--- config.mk ---
export PLATFORM = sky130hd
export DESIGN_NAME = cfa_ctrl
export DESIGN_NICKNAME = d
export VERILOG_FILES = /design/src/cfa_pkg.sv /design/src/cfa_ctrl.sv
export SDC_FILE = /design/constraint.sdc
export NUM_CORES = 1
export LEC_CHECK = 0
export BUFFER_PORTS_ARGS = -buffer_cell sky130_fd_sc_hd__buf_2
export CELL_PAD_IN_SITES_DETAIL_PLACEMENT = 0
export CELL_PAD_IN_SITES_GLOBAL_PLACEMENT = 2
export CORE_ASPECT_RATIO = 1.1
export CORE_MARGIN = 3
export CORE_UTILIZATION = 29
export DETAILED_ROUTE_END_ITERATION = 6
export GPL_TIMING_DRIVEN = 0
export PLACE_DENSITY = 0.85
export SLEW_MARGIN = 25
export SYNTH_ARGS = -nofsm -noshare
export SYNTH_HDL_FRONTEND = slang
export SYNTH_SLANG_ARGS = --single-unit
--- constraint.sdc ---
create_clock -name clk -period 2.13 [get_ports clk]
set_input_delay 0.213 -clock clk [delete_from_list [all_inputs] [get_ports clk]]
set_output_delay 0.213 -clock clk [all_outputs]
set_load 0.05 [all_outputs]
--- src/cfa_pkg.sv ---
package cfa_pkg;

  // default table depth
  localparam int FRAMES_DEF = 1024;

  // fixed field widths
  localparam int MODE_W  = 2;
  localparam int CNT_W   = 11;
  localparam int IDX_W   = 10;
  localparam int STAT_W  = 2;
  localparam int CFG_W   = 11;
  localparam int CFG_IW  = 1;

  // configuration reset values
  localparam logic [CFG_W-1:0] ACTIVE_RST   = CFG_W'(1024);
  localparam logic [CFG_W-1:0] RESERVED_RST = '0;

  // register indexes
  localparam logic [CFG_IW-1:0] CFG_ACTIVE   = 1'b0;
  localparam logic [CFG_IW-1:0] CFG_RESERVED = 1'b1;

  // operation codes
  localparam logic [MODE_W-1:0] MODE_ALLOC = 2'd0;
  localparam logic [MODE_W-1:0] MODE_FREE  = 2'd1;
  localparam logic [MODE_W-1:0] MODE_INIT  = 2'd2;

  // result codes
  localparam logic [STAT_W-1:0] ST_OK      = 2'd0;
  localparam logic [STAT_W-1:0] ST_NOFIT   = 2'd1;
  localparam logic [STAT_W-1:0] ST_BADFREE = 2'd2;

  typedef struct packed {
    logic [MODE_W-1:0] mode;
    logic [CNT_W-1:0]  page_count;
    logic [IDX_W-1:0]  free_frame;
  } in_item_t;

  typedef struct packed {
    logic [STAT_W-1:0] status;
    logic [IDX_W-1:0]  frame_index;
  } out_item_t;

  // controller to datapath
  typedef struct packed {
    logic              load;
    logic              sweep;
    logic              sweep_mark;
    logic              scan;
    logic              mark;
    logic              free_rd;
    logic              free_chk;
    logic              free_clr;
    logic              res_load;
    logic [STAT_W-1:0] res_status;
    logic              res_idx;
  } cmd_t;

  // datapath to controller
  typedef struct packed {
    logic [MODE_W-1:0] mode;
    logic              sweep_last;
    logic              alloc_bad;
    logic              scan_found;
    logic              scan_end;
    logic              mark_last;
    logic              free_range_bad;
    logic              size_zero;
    logic              clr_done;
  } stat_t;

endpackage

--- src/cfa_ctrl.sv ---
module cfa_ctrl (
  input  logic           clk,
  input  logic           rst_n,
  input  logic           in_valid,
  output logic           in_ready,
  output logic           out_valid,
  input  logic           out_ready,
  input  cfa_pkg::stat_t stat,
  output cfa_pkg::cmd_t  cmd
);
  import cfa_pkg::*;

  typedef enum logic [9:0] {
    S_CLEAR    = 10'b00_0000_0001,
    S_IDLE     = 10'b00_0000_0010,
    S_DISPATCH = 10'b00_0000_0100,
    S_SWEEP    = 10'b00_0000_1000,
    S_SCAN     = 10'b00_0001_0000,
    S_MARK     = 10'b00_0010_0000,
    S_FREE_RD  = 10'b00_0100_0000,
    S_FREE_CHK = 10'b00_1000_0000,
    S_FREE_CLR = 10'b01_0000_0000,
    S_DONE     = 10'b10_0000_0000
  } state_t;

  state_t            state_r, state_nxt;
  logic [STAT_W-1:0] code_r, code_nxt;
  logic              idx_r, idx_nxt;
  logic              out_valid_r, out_valid_nxt;
  logic              slot_free;

  assign slot_free = !out_valid_r || out_ready;
  assign in_ready  = state_r == S_IDLE;
  assign out_valid = out_valid_r;

  // next state and datapath commands
  always_comb begin
    state_nxt      = state_r;
    code_nxt       = code_r;
    idx_nxt        = idx_r;
    cmd            = '0;
    cmd.res_status = code_r;
    cmd.res_idx    = idx_r;

    case (state_r)
      S_CLEAR: begin
        cmd.sweep = 1'b1;
        if (stat.sweep_last) begin
          state_nxt = S_IDLE;
        end
      end
      S_IDLE: begin
        if (in_valid) begin
          cmd.load  = 1'b1;
          state_nxt = S_DISPATCH;
        end
      end
      S_DISPATCH: begin
        code_nxt  = ST_OK;
        idx_nxt   = 1'b0;
        state_nxt = S_DONE;
        case (stat.mode)
          MODE_ALLOC: begin
            if (stat.alloc_bad) begin
              code_nxt = ST_NOFIT;
            end else begin
              state_nxt = S_SCAN;
            end
          end
          MODE_FREE: begin
            if (stat.free_range_bad) begin
              code_nxt = ST_BADFREE;
            end else begin
              state_nxt = S_FREE_RD;
            end
          end
          MODE_INIT: begin
            state_nxt = S_SWEEP;
          end
          default: ;
        endcase
      end
      S_SWEEP: begin
        cmd.sweep      = 1'b1;
        cmd.sweep_mark = 1'b1;
        if (stat.sweep_last) begin
          state_nxt = S_DONE;
        end
      end
      S_SCAN: begin
        cmd.scan = 1'b1;
        if (stat.scan_found) begin
          state_nxt = S_MARK;
        end else if (stat.scan_end) begin
          code_nxt  = ST_NOFIT;
          state_nxt = S_DONE;
        end
      end
      S_MARK: begin
        cmd.mark = 1'b1;
        if (stat.mark_last) begin
          idx_nxt   = 1'b1;
          state_nxt = S_DONE;
        end
      end
      S_FREE_RD: begin
        cmd.free_rd = 1'b1;
        state_nxt   = S_FREE_CHK;
      end
      S_FREE_CHK: begin
        cmd.free_chk = 1'b1;
        if (stat.size_zero) begin
          code_nxt  = ST_BADFREE;
          state_nxt = S_DONE;
        end else begin
          state_nxt = S_FREE_CLR;
        end
      end
      S_FREE_CLR: begin
        cmd.free_clr = 1'b1;
        if (stat.clr_done) begin
          state_nxt = S_DONE;
        end
      end
      S_DONE: begin
        if (slot_free) begin
          cmd.res_load = 1'b1;
          state_nxt    = S_IDLE;
        end
      end
      default: begin
        state_nxt = S_CLEAR;
      end
    endcase
  end

  // result beat pending flag
  always_comb begin
    out_valid_nxt = out_valid_r;
    if (cmd.res_load) begin
      out_valid_nxt = 1'b1;
    end else if (out_ready) begin
      out_valid_nxt = 1'b0;
    end
  end

  always_ff @(posedge clk) begin
    if (!rst_n) begin
      state_r     <= S_CLEAR;
      out_valid_r <= 1'b0;
      code_r      <= ST_OK;
      idx_r       <= 1'b0;
    end else begin
      state_r     <= state_nxt;
      out_valid_r <= out_valid_nxt;
      code_r      <= code_nxt;
      idx_r       <= idx_nxt;
    end
  end

endmodule

==> results of run 1 <==
==> final timing paths <==
path,start,to,slack (ns),cells after the start
setup / recovery,state_r[6],cmd[9],0.08,6
hold / removal,stat[2],state_r[6],0.12,2
setup reg to reg,state_r[5],state_r[9],0.10,8
hold reg to reg,code_r[0],code_r[0],0.47,2
==> cell type report <==
class / instances / area [um^2]
Timing Repair Buffer: 31 / 175.2
Tap cell: 48 / 60.06
Multi-Input combinational cell: 95 / 678.2
Buffer: 12 / 103.9
Fill cell: 385 / 2063
Inverter: 8 / 30.03
Clock buffer: 3 / 22.52
Sequential cell: 14 / 280.3
==> stage by stage <==
step	hold slack (ns)	cell area, um^2
final	0.1158	1350
after global routing	0.1071	1350
after CTS	0.1122	1304
after detailed placement	0.4217	1254
after global placement	0.4238	1254
after floorplan	0.2885	1059
==> power groups by stage <==
stage | sequential (mW) | combinational, mW | clock [mW]
after floorplan | 0.298 | 0.352 | 0
after global placement | 0.297 | 0.438 | 0
after CTS | 0.291 | 0.458 | 0.164
after detailed placement | 0.297 | 0.446 | 0
after global routing | 0.294 | 0.528 | 0.175
final | 0.292 | 0.478 | 0.158
==> routing by layer <==
metal / wire [um] / track usage (%)
met3: 194 / 2.932
met4: 35 / 5.036
met1: 1438 / 20.02
met5: 0 / 0
met2: 1305 / 21.10
==> synth_stat cells, drive strengths merged (2+ instances only) <==
master   n
nor3b    3
inv      7
or3      2
nand3    2
nand4    6
nor3     7
dfxtp   14
o211ai   2
o21ai    4
a31o     2
or4      2
nand2    6
nor4     8
nor2    14
o21a     3
and4     2
and4b    2
buf     11
a21boi   2
nor2b    2
xnor2    3
nor4b    2
a21oi    6
==> kinds of logic after synthesis <==
family	synth area share [%]
xor+xnor	3.346
simple gates	38.83
buf+inv	12.78
flops	26.76
compound gates	18.28
==> worst max-delay path: cells and delay by family (launching register included) <==
kind | cells | cell delay, ns
DFF | 1 | 0.31
buffers and inverters | 4 | 0.75
and+or+nand+nor | 2 | 0.50
==> what timing repair did <==
action                                  4_1_cts  5_1_grt
hold buffers                                  0        0
endpoints found under the setup margin        8       13
gates resized for setup                       2       12
endpoints found under the hold margin         0        0
pin swaps                                     1        2
setup buffers                                 2        2
==> state kept, by name, summed over array words and instances (netlist names) <==
register	flops
code_r	2
idx_r	1
out_valid	1
state_r	10
==> run_results.csv, run 1 <==
group,metric,value,unit
cells_and_area,drive_above_1_share,37.42,%
floorplan,dieArea,0.004369,mm^2
setup_path,crit_required,1.92,ns
global_route,grt_max_degree,11,
clocking,clk_pin_slew_worst_paths,0.09,ns
pwr,pwr-share-seq,31.5,%
pwr,power,0.9277,mW
cells_and_area,fin_nets,179,
hold_path,min_path_type,"in -> reg",
clocking,cts_buffers,3,
setup_path,worstPathCellList,"buf_4 > nor4_4 > buf_4 > buf_4 > and4_2 > buf_2",
pwr,ir_drop,286.5,uV
sta,hold_viol,0,
routing,vias,1079,
sta,finalSetupViolCount,0,
sta,tightest_slew,0.3468,ns
pwr,p_comb_share,51.5,%
pwr,power_density,687.2,mW/mm^2
setup_path,path_common_cell,"buf_4",
pwr,p_int,0.5444,mW
pwr,p_leak,0.5738,nW
sta,setup_tns,0,ns
flow_run,cap_violations,0,
global_route,overflow,0,
floorplan,die-height,69.03,um
logic_synthesis,yosysSeqAreaShare,26.76,%
floorplan,start_util,30.68,%
routing,drc,0,
global_route,antenna_found_initial,0,
sta,skew,0.002679,ns
cells_and_area,n_antenna_cell,0,
sta,max_freq,487.5,MHz
floorplan,rows,22,
routing,vias_per_cell,5.114,
placed_design,port_buffers,27,
setup_path,critPathMaxFanout,10,
clocking,cts_tree,"done",
run_status,status,"finished, final reports clean",
pwr,clock_power_share,17.0,%
routing,totalWireLength,2973,um
setup_path,worstSetupEndpointType,"primary output",
setup_path,worstPathArrival,1.84,ns
logic_synthesis,yosysUniqueCellTypes,47,
cells_and_area,mostFrequentLayoutCells,"buf_2 (25), dfxtp_1 (14), nor2_1 (13)",
logic_synthesis,yosysTopAreaCell,"dfxtp_1",
cells_and_area,final_core_util,39.55,%
placed_design,dp.cells,204,
routing,antenna_left,0,
placed_design,pre_cts_ws,-0.06345,ns
clocking,htree_num_levels,1,
logic_synthesis,synthArstFlopShare,0,%
placed_design,hpwl,2280,um
setup_path,crit_slowest_cell,"dfxtp_1",
logic_synthesis,synthesis.nets,143,
logic_synthesis,syn_inst,129,
sta,rsz0062_at_grt,"true",
clocking,cts.sinks,14,
routing,drt_iter0_drc,57,
floorplan,io_pins,28,
routing,wl_per_cell,14.09,um
logic_synthesis,ys.flop_type,"dfxtp_1",
global_route,grt_pass1_wl,4995,um
sta,period_minus_slack,2.051,ns
pwr,power.switching,0.3833,mW
logic_synthesis,syn_avg_cell_area,8.118,um^2
sta,slew_headroom,76.69,%
sta,period_share,96.31,%
clocking,cts_buffer_depth,2,
global_route,grt_pass1_vias,1032,
logic_synthesis,yosys-top-cells-area,"dfxtp_1 (27%), buf_6 (5.4%), nor2_1 (4.7%)",
pwr,swShare,41.32,%
cells_and_area,final_common_cell,"buf_2",
cells_and_area,finalNonFillerCells,211,
sta,setup_ws,0.07870,ns
floorplan,die_w,63.30,um
placed_design,globalplace.congestion,0.8121,
global_route,globalRouteTotalUtil,14.15,%
setup_path,path_class,"reg -> out",
clocking,clock-root-buffer,"clkbuf_4",
setup_path,cp-start-kind,"register",
cells_and_area,area_growth,28.91,%
logic_synthesis,netlist.area_leader.share,26.76,%
routing,dr.pass1.iters,4,
logic_synthesis,yosysWarnings,0,
setup_path,slowest_delay,0.31,ns
logic_synthesis,synth_edf_count,0,
logic_synthesis,synth-seq-cells,14,
logic_synthesis,syn-cell-area,0.001047,mm^2
clocking,clock_latency,0.28,ns
sta,slew_violations,0,
floorplan,fp.coreArea,0.003413,mm^2
No activity file was read; power rests on OpenSTA's default activity.
==> run 2, diff against run 1 <==
--- a/config.mk
+++ b/config.mk
@@ -5,15 +5,16 @@
 export SDC_FILE = /design/constraint.sdc
 export NUM_CORES = 1
 export LEC_CHECK = 0
+export ABC_AREA = 1
 export BUFFER_PORTS_ARGS = -buffer_cell sky130_fd_sc_hd__buf_2
 export CELL_PAD_IN_SITES_DETAIL_PLACEMENT = 0
 export CELL_PAD_IN_SITES_GLOBAL_PLACEMENT = 2
 export CORE_ASPECT_RATIO = 1.1
-export CORE_MARGIN = 3
-export CORE_UTILIZATION = 29
+export CORE_MARGIN = 4
+export CORE_UTILIZATION = 26
 export DETAILED_ROUTE_END_ITERATION = 6
 export GPL_TIMING_DRIVEN = 0
-export PLACE_DENSITY = 0.85
+export PLACE_DENSITY = 0.86
 export SLEW_MARGIN = 25
 export SYNTH_ARGS = -nofsm -noshare
 export SYNTH_HDL_FRONTEND = slang
==> run_results.csv, run 2 <==
group,metric,value,unit
placed_design,placed_area,0.001192,mm^2
floorplan,io_pins,28,
sta,skew,0.002387,ns
cells_and_area,finish.instance_area,0.001247,mm^2
global_route,grt_util_met2,20.48,%
cells_and_area,final.fill_count,443,
routing,drt_iter0_drc,33,
sta,period_share,86.42,%
routing,wl_per_cell,10.80,um
sta,slew_violations,0,
placed_design,globalplace.congestion,0.8147,
logic_synthesis,synthArstFlopShare,0,%
clocking,clk_pin_slew_worst_paths,0.06,ns
run_status,status,"finished, final reports clean",
global_route,grt_pass1_vias,1078,
clocking,clock-root-buffer,"clkbuf_8",
setup_path,cp-start-kind,"register",
pwr,p_leak,0.6919,nW
pwr,power_density,852.5,mW/mm^2
logic_synthesis,syn-cell-area,994.7,um^2
clocking,post-cts-setup-buffers,0,
cells_and_area,mostFrequentLayoutCells,"nand2_1 (31), inv_1 (28), buf_2 (27)",
placed_design,port_buffers,27,
sta,slew_headroom,78.99,%
logic_synthesis,syn_inst,162,
global_route,antenna_found_initial,0,
cells_and_area,n_antenna_cell,0,
floorplan,start_util,27.22,%
global_route,overflow,0,
setup_path,path_class,"reg -> out",
routing,antenna_left,0,
setup_path,crit_required,1.92,ns
logic_synthesis,synthTopCellsByCount,"nand2_1 (31), inv_1 (28), nor2_1 (22)",
routing,drc,0,
logic_synthesis,syn_avg_cell_area,6.140,um^2
routing,vias_per_cell,4.416,
sta,max_freq,543.3,MHz
logic_synthesis,yosysTopAreaCell,"dfxtp_1",
logic_synthesis,netlist.area_leader.share,28.18,%
clocking,cts_tree,"done",
placed_design,hpwl,2224,um
global_route,grt_max_degree,11,
global_route,global_route.usage.met1,14.50,%
cells_and_area,finalNonFillerCells,243,
pwr,ir_drop,200.1,uV
routing,dr.pass1.iters,4,
cells_and_area,top_regs,"state_r (10), code_r (2)",
global_route,met3_usage,1.849,%
logic_synthesis,yosysMostFrequentCell,"nand2_1",
global_route,globalRouteTotalUtil,12.03,%
global_route,grt_pass1_wl,4450,um
logic_synthesis,yosys-top-cells-area,"dfxtp_1 (28%), nand2_1 (12%), inv_1 (11%)",
logic_synthesis,yosysUniqueCellTypes,21,
logic_synthesis,synth-seq-cells,14,
logic_synthesis,yosysWarnings,0,
routing,totalWireLength,2625,um
cells_and_area,final_common_cell,"nand2_1",
cells_and_area,fin_nets,208,
sta,setup_tns,0,ns
clocking,cts.sinks,14,
hold_path,min_path_type,"in -> reg",
sta,rsz0062_at_grt,"false",
setup_path,critPathMaxFanout,7,
cells_and_area,area_growth,25.41,%
sta,tightest_slew,0.3132,ns
floorplan,rows,23,
cells_and_area,top_register,"state_r",
cells_and_area,drive_above_1_share,28.50,%
sta,finalSetupViolCount,0,
global_route,busiest_layer,"met2",
floorplan,dieArea,0.004880,mm^2
clocking,cts_hold_buf,0,
clocking,cts_buffer_depth,2,
floorplan,die_w,66.98,um
floorplan,die-height,72.87,um
routing,vias,1073,
logic_synthesis,synthesis.nets,176,
sta,period_minus_slack,1.841,ns
sta,hold_viol,0,
clocking,cts_resized,0,
setup_path,worstSetupEndpointType,"primary output",
floorplan,fp.coreArea,0.003655,mm^2
logic_synthesis,ys.flop_type,"dfxtp_1",
clocking,htree_num_levels,1,
logic_synthesis,yosysSeqAreaShare,28.18,%
setup_path,worstPathArrival,1.63,ns
flow_run,cap_violations,0,
clocking,cts_buffers,3,
clocking,clock_latency,0.25,ns
cells_and_area,largest_register_ffs,10,
placed_design,dp.cells,239,
logic_synthesis,synth_edf_count,0,
run 2: cell count changes in the layout (fill, tap and decap cells not counted), moves of 5 or more:
cell / before / now
buf_6: 5 / 0
buf_4: 11 / 3
inv_1: 7 / 28
nand2_1: 6 / 31
clkbuf_4: 5 / 0
nor2_1: 13 / 22
nor2_2: 0 / 6
nand3_1: 2 / 16
run 2: worst paths after layout:
kind / from / end / slack (ns) / cells past startpoint
hold / removal: rst_n / state_r[0] / 0.20 / 2
setup / recovery: state_r[4] / cmd[3] / 0.29 / 7
setup reg to reg: state_r[8] / code_r[1] / 0.60 / 8
hold reg to reg: code_r[0] / code_r[0] / 0.47 / 2
run 2: stage by stage:
stage	setup WS [ns]	hold slack, ns	total power [mW]	util [%]
floorplan	0.2695	0.2972	0.7012	-
global placement	0.5717	0.4532	0.8029	32.63
detailed placement	0.5506	0.4581	0.8091	32.63
CTS	0.2722	0.1955	1.074	34.13
global route	0.1484	0.2203	1.146	34.13
finish	0.2893	0.2017	1.063	34.13
run 2: final cells by class:
| class | count | area [um^2] | share of cell area (%) |
|---|---|---|---|
| Clock buffer | 4 | 55.05 | 4.413 |
| Buffer | 3 | 22.52 | 1.805 |
| Inverter | 33 | 123.9 | 9.930 |
| Multi-Input combinational cell | 112 | 568.0 | 45.54 |
| Tap cell | 50 | 62.56 | 5.015 |
| Sequential cell | 14 | 280.3 | 22.47 |
| Timing Repair Buffer | 27 | 135.1 | 10.83 |
run 2: where the power goes:
group	leakage [nW]	internal, mW	switching [mW]
logic	0.550	0.143	0.344
registers	0.113	0.289	0.0217
clock network	0.0288	0.164	0.102
total	0.692	0.596	0.467
run 2: critical path: stages, from the launching register on:
cell	delay, ns
dfxtp_1	0.33
nor2_2	0.19
nand2_4	0.11
nor2_2	0.16
nand2_1	0.09
nor2_1	0.14
buf_4	0.12
buf_2	0.25
run 2: logic make-up (layout without fill, tap and decap cells):
kind of cell,Yosys count,in the layout,synth area share (%)
compound gates,12,12,6.037
buf+inv,36,67,14.72
flops,14,14,28.18
simple gates,100,100,51.07
run 2: routing by layer:
metal  wire length, um  vias up
met3               109        7
met4                61        0
met5                 0        -
met1              1242      471
met2              1211       24
li1                  -      571
